File: src/sv/graph_next_hop_dijkstra_assert.svh
// Assertion macros shared by the graph next-hop block.
`ifndef GRAPH_NEXT_HOP_DIJKSTRA_ASSERT_SVH
`define GRAPH_NEXT_HOP_DIJKSTRA_ASSERT_SVH
`ifndef ASSERT_OFF
`define GNH_ASSERT(lbl, clk, rst_n, prop, msg) \
	lbl: assert property (@(posedge clk) disable iff (!rst_n) prop) else $error(msg);
`define GNH_NEVER(lbl, clk, rst_n, cond, msg) \
	lbl: assert property (@(posedge clk) disable iff (!rst_n) !(cond)) else $error(msg);
`else
`define GNH_ASSERT(lbl, clk, rst_n, prop, msg)
`define GNH_NEVER(lbl, clk, rst_n, cond, msg)
`endif
`endif

File: src/sv/gnh_pkg.sv
// Package: constants, operation codes and controller/datapath structs.
package gnh_pkg;

	localparam int GNH_MAX_NODES      = 64;
	localparam int GNH_MAX_NEIGHBOURS = 8;
	localparam int GNH_COST_BITS      = 24;

	localparam int COORD_W = 16;
	localparam int ABS_W   = 16;   // |dx| of two Q12.4 values fits 16 bits
	localparam int SQ_W    = 33;   // dx^2 + dy^2
	localparam int ROOT_W  = 17;   // floor sqrt of SQ_W bits
	localparam int NB_W    = 6;
	localparam int ANS_W   = 7;
	localparam logic [ANS_W-1:0] ANS_NONE = 7'h7F;

	typedef enum logic [2:0] {
		OP_WR_NODE = 3'd0,
		OP_WR_NB   = 3'd1,
		OP_LOCK    = 3'd2,
		OP_NEAR    = 3'd3,
		OP_HOP     = 3'd4
	} op_t;

	typedef struct packed {
		logic take;
		logic node_wr;
		logic nb_wr;
		logic lock_rd;
		logic lock_wr;
		logic near_init;
		logic near_rd;
		logic diff_near;
		logic diff_rel;
		logic sq;
		logic near_cmp;
		logic nh_init;
		logic scan_clr;
		logic scan_rd;
		logic settle;
		logic cur_latch;
		logic adj_rd;
		logic nb_chk;
		logic k_inc;
		logic sqrt_go;
		logic rel_upd;
		logic bt_init;
		logic bt_step;
		logic ans_none;
		logic ans_tgt;
		logic ans_hop;
		logic ans_best;
		logic out_load;
	} gnh_cmd_t;

	typedef struct packed {
		op_t  op;
		logic req_fire;
		logic wr_ok;
		logic slot_ok;
		logic lock_ok;
		logic cnt_zero;
		logic i_last;
		logic ends_bad;
		logic ends_same;
		logic cur_vld;
		logic cur_is_tgt;
		logic len_done;
		logic nb_skip;
		logic pos_locked;
		logic sqrt_done;
		logic bt_hit;
		logic out_full;
	} gnh_sts_t;

endpackage

File: src/sv/gnh_ctrl.sv
// Controller: sequences writes, nearest scan and shortest-path search.
`include "graph_next_hop_dijkstra_assert.svh"
module gnh_ctrl import gnh_pkg::*; (
	input  logic     clk,
	input  logic     arst_n,
	input  gnh_sts_t sts,
	output gnh_cmd_t cmd
);
	typedef enum logic [4:0] {
		ST_IDLE, ST_DEC, ST_LOCK_WR,
		ST_NEAR_RD, ST_NEAR_DIFF, ST_NEAR_SQ, ST_NEAR_CMP, ST_NEAR_ANS,
		ST_SCAN_BEGIN, ST_SCAN, ST_SCAN_END, ST_SCAN_CHK,
		ST_CUR, ST_ADJ, ST_NB, ST_POS, ST_SQ, ST_ROOT, ST_WAIT, ST_UPD,
		ST_BT_CHK, ST_RESP
	} state_t;

	state_t state_q, state_d;

	always_comb begin
		cmd     = '0;
		state_d = state_q;
		case (state_q)
			ST_IDLE: begin
				cmd.take = 1'b1;
				if (sts.req_fire) state_d = ST_DEC;
			end
			ST_DEC: begin
				state_d = ST_IDLE;
				case (sts.op)
					OP_WR_NODE: cmd.node_wr = sts.wr_ok;
					OP_WR_NB:   cmd.nb_wr = sts.wr_ok && sts.slot_ok;
					OP_LOCK: begin
						if (sts.lock_ok) begin
							cmd.lock_rd = 1'b1;
							state_d     = ST_LOCK_WR;
						end
					end
					OP_NEAR: begin
						cmd.near_init = 1'b1;
						if (sts.cnt_zero) begin
							cmd.ans_none = 1'b1;
							state_d      = ST_RESP;
						end else begin
							state_d = ST_NEAR_RD;
						end
					end
					OP_HOP: begin
						state_d = ST_RESP;
						if (sts.ends_bad) begin
							cmd.ans_none = 1'b1;
						end else if (sts.ends_same) begin
							cmd.ans_tgt = 1'b1;
						end else begin
							cmd.nh_init = 1'b1;
							state_d     = ST_SCAN_BEGIN;
						end
					end
					default: state_d = ST_IDLE;
				endcase
			end
			ST_LOCK_WR: begin
				cmd.lock_wr = 1'b1;
				state_d     = ST_IDLE;
			end
			ST_NEAR_RD: begin
				cmd.near_rd = 1'b1;
				state_d     = ST_NEAR_DIFF;
			end
			ST_NEAR_DIFF: begin
				cmd.diff_near = 1'b1;
				state_d       = ST_NEAR_SQ;
			end
			ST_NEAR_SQ: begin
				cmd.sq  = 1'b1;
				state_d = ST_NEAR_CMP;
			end
			ST_NEAR_CMP: begin
				cmd.near_cmp = 1'b1;
				state_d      = sts.i_last ? ST_NEAR_ANS : ST_NEAR_RD;
			end
			ST_NEAR_ANS: begin
				cmd.ans_best = 1'b1;
				state_d      = ST_RESP;
			end
			ST_SCAN_BEGIN: begin
				cmd.scan_clr = 1'b1;
				state_d      = ST_SCAN;
			end
			ST_SCAN: begin
				cmd.scan_rd = 1'b1;
				if (sts.i_last) state_d = ST_SCAN_END;
			end
			ST_SCAN_END: state_d = ST_SCAN_CHK;
			ST_SCAN_CHK: begin
				if (!sts.cur_vld) begin
					cmd.ans_none = 1'b1;
					state_d      = ST_RESP;
				end else if (sts.cur_is_tgt) begin
					cmd.bt_init = 1'b1;
					state_d     = ST_BT_CHK;
				end else begin
					cmd.settle = 1'b1;
					state_d    = ST_CUR;
				end
			end
			ST_CUR: begin
				cmd.cur_latch = 1'b1;
				state_d       = ST_ADJ;
			end
			ST_ADJ: begin
				if (sts.len_done) begin
					state_d = ST_SCAN_BEGIN;
				end else begin
					cmd.adj_rd = 1'b1;
					state_d    = ST_NB;
				end
			end
			ST_NB: begin
				if (sts.nb_skip) begin
					cmd.k_inc = 1'b1;
					state_d   = ST_ADJ;
				end else begin
					cmd.nb_chk = 1'b1;
					state_d    = ST_POS;
				end
			end
			ST_POS: begin
				if (sts.pos_locked) begin
					cmd.k_inc = 1'b1;
					state_d   = ST_ADJ;
				end else begin
					cmd.diff_rel = 1'b1;
					state_d      = ST_SQ;
				end
			end
			ST_SQ: begin
				cmd.sq  = 1'b1;
				state_d = ST_ROOT;
			end
			ST_ROOT: begin
				cmd.sqrt_go = 1'b1;
				state_d     = ST_WAIT;
			end
			ST_WAIT: begin
				if (sts.sqrt_done) state_d = ST_UPD;
			end
			ST_UPD: begin
				cmd.rel_upd = 1'b1;
				state_d     = ST_ADJ;
			end
			ST_BT_CHK: begin
				if (sts.bt_hit) begin
					cmd.ans_hop = 1'b1;
					state_d     = ST_RESP;
				end else begin
					cmd.bt_step = 1'b1;
				end
			end
			ST_RESP: begin
				if (!sts.out_full) begin
					cmd.out_load = 1'b1;
					state_d      = ST_IDLE;
				end
			end
			default: state_d = ST_IDLE;
		endcase
	end

	always_ff @(posedge clk or negedge arst_n) begin
		if (!arst_n) begin
			state_q <= ST_IDLE;
		end else begin
			state_q <= state_d;
		end
	end

	`GNH_ASSERT(a_out_free, clk, arst_n, cmd.out_load |-> !sts.out_full, "result loaded over a pending result")
	`GNH_ASSERT(a_root_busy, clk, arst_n, cmd.sqrt_go |=> !sts.sqrt_done, "root unit did not start")
	`GNH_ASSERT(a_settle_ok, clk, arst_n, cmd.settle |-> (sts.cur_vld && !sts.cur_is_tgt), "settled a bad node")
	`GNH_NEVER(a_node_rd_one, clk, arst_n, !$onehot0({cmd.lock_rd, cmd.near_rd, cmd.settle, cmd.nb_chk}), "node RAM read conflict")
endmodule

File: config.mk
export PLATFORM = sky130hd
export DESIGN_NAME = gnh_ctrl
export DESIGN_NICKNAME = d
export VERILOG_FILES = /design/src/sv/gnh_pkg.sv /design/src/sv/gnh_ctrl.sv
export VERILOG_INCLUDE_DIRS = /design/src /design/src/sv
export SDC_FILE = /design/constraint.sdc
export NUM_CORES = 1
export LEC_CHECK = 0
export BUFFER_PORTS_ARGS = -buffer_cell sky130_fd_sc_hd__clkbuf_2
export CAP_MARGIN = 5
export CORE_MARGIN = 3
export CORE_UTILIZATION = 46
export CTS_BUF_LIST = sky130_fd_sc_hd__clkbuf_8
export CTS_CLUSTER_SIZE = 25
export DETAILED_ROUTE_END_ITERATION = 7
export PLACE_DENSITY = 0.82
export SYNTH_ARGS = -nofsm -noshare
export SYNTH_HDL_FRONTEND = slang
export SYNTH_SLANG_ARGS = --single-unit
File: constraint.sdc
create_clock -name clk -period 2.2 [get_ports clk]
set_input_delay 0.22 -clock clk [delete_from_list [all_inputs] [get_ports clk]]
set_output_delay 0.22 -clock clk [all_outputs]
set_load 0.05 [all_outputs]
# --- Yosys cells after proc, flatten, opt, wreduce, memory -nomap -nowiden ---
# Index checks and enable logic that the tools add are counted.
word_totals:
  ff_bits: 5
  latch_bits: 0
  ram_bits: 0
  rom_bits: 0
  in_bits: 21
  output_inout_bits: 28
  wordCells: 107
  mem_count: 0
op_classes:
  n_addsub: 0
  multipliers: 0
  div: 0
  magnitude_cmp: 0
  eq_ne: 30
  shift: 0
  muxes: 70
  bitwise: 0
  n_reduce_logical: 6
op_table:
  columns: ["operator", "count"]
  rows:
  - ["case mux 5 bit (20 select lines)", 1]
  - ["2-to-1 mux 5 bit", 11]
  - ["2-to-1 mux 1 bit", 49]
  - ["== test 5 x 4 -> 1 bit (second input constant)", 8]
  - ["== test 5 bit (second input constant)", 6]
  - ["== test 5 x 3 -> 1 bit (second input constant)", 4]
  - ["case mux 5 bit (3 select lines)", 1]
  - ["== test 5 x 2 -> 1 bit (second input constant)", 2]
  - ["!= test 2 bit (second input constant)", 5]
  - ["2-to-1 mux 3 bit", 3]
  - ["== test 3 x 2 -> 1 bit (second input constant)", 2]
  - ["case mux 1 bit (2 select lines)", 3]
  - ["== test 5 x 1 -> 1 bit (second input constant)", 1]
  - ["zero test 5 bit", 1]
  - ["AND reduction 5 bit", 1]
  - ["2-to-1 mux 2 bit", 2]
  - ["OR reduction 2 bit", 2]
  - ["== test 3 x 1 -> 1 bit (second input constant)", 1]
  - ["== test 3 bit (second input constant)", 1]
  - ["zero test 3 bit", 1]
  - ["logical AND 1 bit", 1]

# --- Logic depth before layout (Yosys ltp) ---
# Gate-level depths: netlist of run 1.
depth:
  word_depth: 4
  mapped_depth: 7
  mapped_depth_nobuf: 5

# --- Worst setup path after synthesis of run 1 ---
# No wires, ideal clock.
synth_path:
  path_type: "reg2out"
  from: "reg state_q[3]"
  to: "out cmd[3] (netlist bit)"
  arrival_ns: 2.326
  required_ns: 1.980
  path_slack_ns: -0.346
  path_stages_with_launch: 5
  path_buffers: 0
  path_cell_list: "dfrtp_1 > or3_1 > nor2_2 > nand2_1 > nor3b_1"
synth_rtl:
  columns: ["item", "line_no", "rtl"]
  rows:
  - ["start, declared", "gnh_ctrl.sv:17", "state_t state_q, state_d;"]
  - ["start signal, assigned", "gnh_ctrl.sv:173", "state_q <= state_d;"]
  - ["end, declared", "gnh_ctrl.sv:7", "output gnh_cmd_t cmd"]

==> impl_metrics.env, run 1 <==
export IMPL_intPower_w=0.000608
export IMPL_final_common_cell="clkbuf_2"
export IMPL_viasPerCell=5.99
export IMPL_pwr_share_seq=0.129
export IMPL_layout_common_cells="clkbuf_2, nor2_1, a21oi_1"
export IMPL_met3_usage=0.0297
export IMPL_dr_pass1_iters=4
export IMPL_post_cts_setup_buffer_count=0
export IMPL_cts_tree="built"
export IMPL_cts_root_buf="clkbuf_8"
export IMPL_die_w_um=50.2
export IMPL_cts_buffers=3
export IMPL_start_kind="flip-flop"
export IMPL_diodes=0
export IMPL_worst_clock_skew_ps=2.81
export IMPL_hold_violations=0
export IMPL_dieHeight_um=50.2
export IMPL_yosys_warnings=0
export IMPL_dp_hpwl_um=2270
export IMPL_critPathCaptureType="primary output"
export IMPL_worst_ep_arrival_time_ps=1870
export IMPL_num_vias=1245
export IMPL_ios=49
export IMPL_drc=0
export IMPL_synthesis_nets=156
export IMPL_numClockSinks=5
export IMPL_status="complete, no violations"
export IMPL_clock_fmax_ghz=0.478
export IMPL_wl_um=3020
export IMPL_max_slew_margin_rel=0.706
export IMPL_rsz0062_at_grt="no"
export IMPL_timing_rr_start="state_q[0]"
export IMPL_drt_wirelength_per_cell_um=14.5
export IMPL_syn_inst=135
export IMPL_worstMarginPinSlew_ps=440
export IMPL_rr_worst_depth=6
export IMPL_pwr_share_comb=0.753
export IMPL_synth_edf_count=0
export IMPL_grt_max_degree=23
export IMPL_synthFlopType="dfrtp_1"
export IMPL_yosys_area_top_type="dfrtp_1"
export IMPL_grt_busiest_layer="met2"
export IMPL_top_register="state_q"
export IMPL_path_class="reg -> out"
export IMPL_grt_pass1_vias=1111
export IMPL_synth_top_area_frac=0.139
export IMPL_clkSlewWorstSetupHoldPaths_ps=40
export IMPL_clk_latency_ps=230
export IMPL_final_period_utilization=0.951
export IMPL_switchingPower_w=0.000837
export IMPL_drive_gt1_frac=0.383
export IMPL_post_route_min_period_ps=2090
export IMPL_grt_overflow_total=0
export IMPL_first_iter_violations=61
export IMPL_layout_nets=205
export IMPL_area_growth_pct=38.4
export IMPL_ys_types=38
export IMPL_finalSetupTns_ps=0
export IMPL_fp_row_count=15
export IMPL_power_total_w=0.00144
export IMPL_power_density_nw_per_um2=1160
export IMPL_grtUsageMet1=0.330
export IMPL_place_gp_congestion=0.859
export IMPL_netlist_area_um2=898
export IMPL_fillers=157
export IMPL_htreeDepth=1
export IMPL_cts_buffer_depth=2
export IMPL_port_buffers=48
export IMPL_core_area_um2=1780
export IMPL_hold_path_class="in -> async"
export IMPL_maxCapViolations=0
export IMPL_vdd_drop_max_mv=0.785
export IMPL_clockPowerShare=0.118
export IMPL_grt_util_met2=0.387
export IMPL_largest_reg_flops=5
export IMPL_antenna_found_initial=0
export IMPL_async_reset_ff_frac=1.00
export IMPL_p_leak_nw=0.600
export IMPL_grt_pass1_wl_um=4770
export IMPL_r2r_end="state_q[2]"
export IMPL_slew_violations=0
export IMPL_switching_share=0.579
export IMPL_start_util=0.504
export IMPL_synth_area_leaders="dfrtp_1, nor2_1, nor3_1, a21oi_1, buf_2"
export IMPL_ys_seq_area_frac=0.139
export IMPL_reg2reg_slack_ps=250
export IMPL_grt_use_total=0.241
export IMPL_ant_nets=0
export IMPL_cp_max_fo=17
export IMPL_dieArea_um2=2520
export IMPL_top_regs="state_q (5)"
export IMPL_required_ps=1980
export IMPL_avgSynthCellArea_um2=6.65
export IMPL_setup_viol=0
export IMPL_ys_ff_latch=5
cells in the mapped netlist, drive strengths merged, types with 2 or more instances:
library cell  number
nor3              19
or3b               3
and3               5
mux2i              3
a21oi             13
nand2b             4
o22ai              3
a31oi              2
nand2             10
o21ai              4
nor3b              2
inv                6
dfrtp              5
nor2b              2
buf               10
nand3b             3
or4                2
o32ai              3
or2                2
nor2              20
nand3              2
metal layers:
metal,routed length [um],part of all wire
met1,1290,0.43
met2,1320,0.44
met3,316,0.10
met4,89,0.029
met5,0,0
final cells by class:
class | instances | area (um^2) | share of cell area
Tap cell | 25 | 31.3 | 0.0252
Clock buffer | 3 | 41.3 | 0.0332
Inverter | 6 | 22.5 | 0.0181
Timing Repair Buffer | 55 | 300 | 0.241
Clock inverter | 1 | 3.75 | 0.00302
Sequential cell | 5 | 126 | 0.102
Multi-Input combinational cell | 113 | 718 | 0.577
logic make-up (layout without fill, tap and decap cells):
| group | Yosys count | in the layout | share of synthesized area |
|---|---|---|---|
| flip-flops | 5 | 5 | 0.139 |
| AND/OR/NAND/NOR | 76 | 76 | 0.489 |
| multiplexers | 3 | 3 | 0.0334 |
| XOR/XNOR | 1 | 1 | 0.00975 |
| AO/OA/AOI/OAI | 33 | 33 | 0.234 |
| buffers and inverters | 17 | 65 | 0.0947 |
power by group through the flow:
stage	Sequential, W	Clock (W)	Combinational (W)
3_3_place_gp	0.000182	0	0.00102
6_report	0.000186	0.000171	0.00109
4_1_cts	0.000182	0.000167	0.00106
3_5_place_dp	0.000182	0	0.00104
5_1_grt	0.000191	0.000179	0.00115
2_1_floorplan	0.000160	0	0.000842
how the worst max path moves through the flow:
stage,start,to,slack (ps),cells past startpoint
6_report,state_q[3],cmd[4],110,4
3_3_place_gp,state_q[0],cmd[3],340,5
4_1_cts,state_q[0],cmd[25],60,5
3_5_place_dp,state_q[0],cmd[25],300,5
2_1_floorplan,state_q[2],cmd[4],-150,3
5_1_grt,state_q[3],cmd[4],20,4
worst max-delay path, stage by stage (launching register included):
cell,delay [ps]
dfrtp_1,330
buf_4,200
or3b_1,510
o32ai_1,290
clkbuf_2,330
stage by stage:
step	hold WS (ps)	utilization	setup slack [ps]	std cells	cell area [um^2]
finish	354	0.698	107	208	1240
global route	382	0.698	18.9	208	1240
CTS	352	0.691	55.2	208	1230
detailed placement	44.4	0.660	304	203	1180
global placement	41.4	0.660	335	203	1180
floorplan	-75.6	-	-154	135	923
timing repair:
item | CTS | global route
endpoints found under the setup margin | 0 | 5
endpoints found under the hold margin | 5 | 0
resized for setup | 0 | 8
hold buffers | 1 | 0
(Power assumes the default switching activity.)
==> inputs of run 2 (changes only) <==
--- a/config.mk
+++ b/config.mk
@@ -8,12 +8,14 @@
 export LEC_CHECK = 0
 export BUFFER_PORTS_ARGS = -buffer_cell sky130_fd_sc_hd__clkbuf_2
 export CAP_MARGIN = 5
+export CELL_PAD_IN_SITES_DETAIL_PLACEMENT = 0
+export CELL_PAD_IN_SITES_GLOBAL_PLACEMENT = 1
 export CORE_MARGIN = 3
-export CORE_UTILIZATION = 46
+export CORE_UTILIZATION = 30
 export CTS_BUF_LIST = sky130_fd_sc_hd__clkbuf_8
 export CTS_CLUSTER_SIZE = 25
 export DETAILED_ROUTE_END_ITERATION = 7
-export PLACE_DENSITY = 0.82
+export PLACE_DENSITY_LB_ADDON = 0.1
 export SYNTH_ARGS = -nofsm -noshare
 export SYNTH_HDL_FRONTEND = slang
 export SYNTH_SLANG_ARGS = --single-unit
==> impl_metrics.env, run 2 (synthesis gave the netlist of run 1 again) <==
export IMPL_switchingPower_w=0.000837
export IMPL_fin_area_um2=1270
export IMPL_rr_worst_depth=6
export IMPL_critPathCaptureType="primary output"
export IMPL_viasPerCell=5.46
export IMPL_fp_row_count=19
export IMPL_finalSetupTns_ps=0
export IMPL_largest_reg_flops=5
export IMPL_drive_gt1_frac=0.389
export IMPL_pwr_share_seq=0.115
export IMPL_top_regs="state_q (5)"
export IMPL_antenna_found_initial=0
export IMPL_layout_common_cells="clkbuf_2, nor2_1, a21oi_1"
export IMPL_utilization=0.453
export IMPL_pwr_share_comb=0.772
export IMPL_ios=49
export IMPL_clk_latency_ps=220
export IMPL_num_vias=1179
export IMPL_first_iter_violations=120
export IMPL_grt_pass1_wl_um=5290
export IMPL_core_area_um2=2810
export IMPL_grt_pass1_vias=1078
export IMPL_grt_overflow_total=0
export IMPL_place_gp_congestion=0.869
export IMPL_top_register="state_q"
export IMPL_start_kind="flip-flop"
export IMPL_worstMarginPinSlew_ps=484
export IMPL_fillers=309
export IMPL_p_leak_nw=0.614
export IMPL_dp_hpwl_um=2500
export IMPL_numClockSinks=5
export IMPL_r2r_end="state_q[2]"
export IMPL_dieArea_um2=3690
export IMPL_hold_violations=0
export IMPL_cp_max_fo=7
export IMPL_ff_latch_area_um2=125
export IMPL_cts_buffers=3
export IMPL_start_util=0.320
export IMPL_slew_violations=0
export IMPL_timing_rr_start="state_q[0]"
export IMPL_status="complete, no violations"
export IMPL_dpl_cell_area_um2=1200
export IMPL_clock_fmax_ghz=0.482
export IMPL_crit_start="state_q[4]"
export IMPL_maxCapViolations=0
export IMPL_hold_ws_ps=355
export IMPL_setup_viol=0
export IMPL_final_period_utilization=0.943
export IMPL_cts_root_buf="clkbuf_8"
export IMPL_area_growth_pct=41.4
export IMPL_reg2reg_slack_ps=320
export IMPL_drc=0
export IMPL_dr_pass1_iters=4
export IMPL_intPower_w=0.000630
export IMPL_ant_nets=0
export IMPL_wl_um=3130
export IMPL_htreeDepth=1
export IMPL_rsz0062_at_grt="no"
export IMPL_drt_wirelength_per_cell_um=14.5
export IMPL_endpoint="cmd[3]"
export IMPL_clkSlewWorstSetupHoldPaths_ps=30
export IMPL_required_ps=1980
export IMPL_pre_cts_ws_ps=271
export IMPL_post_route_min_period_ps=2070
export IMPL_diodes=0
export IMPL_dieHeight_um=60.7
export IMPL_worst_slack_ps=125
export IMPL_layout_nets=207
export IMPL_worst_clock_skew_ps=0.0318
export IMPL_grt_use_total=0.188
export IMPL_clockPowerShare=0.113
export IMPL_max_slew_margin_rel=0.669
export IMPL_die_w_um=60.7
export IMPL_worst_ep_arrival_time_ps=1850
export IMPL_cts_buffer_depth=2
export IMPL_hold_path_class="in -> reg"
export IMPL_cts_tree="built"
export IMPL_grt_max_degree=23
export IMPL_vdd_drop_max_mv=0.620
export IMPL_power_density_nw_per_um2=1160
export IMPL_path_class="reg -> out"
export IMPL_multi_input_area_um2=721
export IMPL_final_common_cell="clkbuf_2"
export IMPL_switching_share=0.571
export IMPL_port_buffers=48
-- run 2: cell types whose count changed in the layout (fill, tap and decap cells not counted), sizes merged --
cell / change
buf: +2
-- run 2: worst min path at each step --
stage / depth (start not counted) / from / slack, ps / endpoint
global placement: 1 / arst_n / 40 / state_q[0]
global route: 3 / sts[2] / 360 / state_q[1]
finish: 3 / sts[2] / 350 / state_q[1]
detailed placement: 1 / arst_n / 40 / state_q[0]
floorplan: 0 / arst_n / -80 / state_q[0]
CTS: 2 / arst_n / 360 / state_q[0]
-- run 2: critical path: stages, from the launching register on --
cell and delay, ps:
dfrtp_1 430, or3_1 440, nor2_4 200, nand2_1 120, nor3b_2 190, clkbuf_4 250
-- run 2: timing repair --
item,4_1_cts,5_1_grt
hold buffers,1,0
endpoints found under the setup margin,0,7
hold endpoints to repair,5,0
gates resized for setup,0,10
buffers inserted,0,0
-- run 2: through the flow --
| step | instances | total power [W] |
|---|---|---|
| after floorplan | 135 | 0.00100 |
| after global placement | 211 | 0.00126 |
| after detailed placement | 211 | 0.00127 |
| after CTS | 216 | 0.00144 |
| after global routing | 216 | 0.00160 |
| final | 216 | 0.00147 |
-- run 2: power groups by stage --
stage,Combinational (W),Sequential [W],Clock (W)
2_1_floorplan,0.000842,0.000160,0
3_3_place_gp,0.00110,0.000168,0
3_5_place_dp,0.00110,0.000171,0
4_1_cts,0.00111,0.000169,0.000164
5_1_grt,0.00125,0.000179,0.000171
6_report,0.00113,0.000169,0.000166
-- run 2: routing by layer --
metal  wire length [um]  GRT usage  vias up  share of wire
li1                   -          -      590              -
met1               1440      0.268      539           0.46
met2               1450      0.292       43           0.46
met3                205     0.0319        7          0.065
met4                 30     0.0557        0         0.0096
met5                  0          0        -              0
-- run 2: cell type report --
cell class	instances	area share
Sequential cell	5	0.0985
Tap cell	31	0.0305
Inverter	6	0.0177
Multi-Input combinational cell	113	0.567
Clock buffer	3	0.0325
Clock inverter	1	0.00296
Timing Repair Buffer	57	0.250
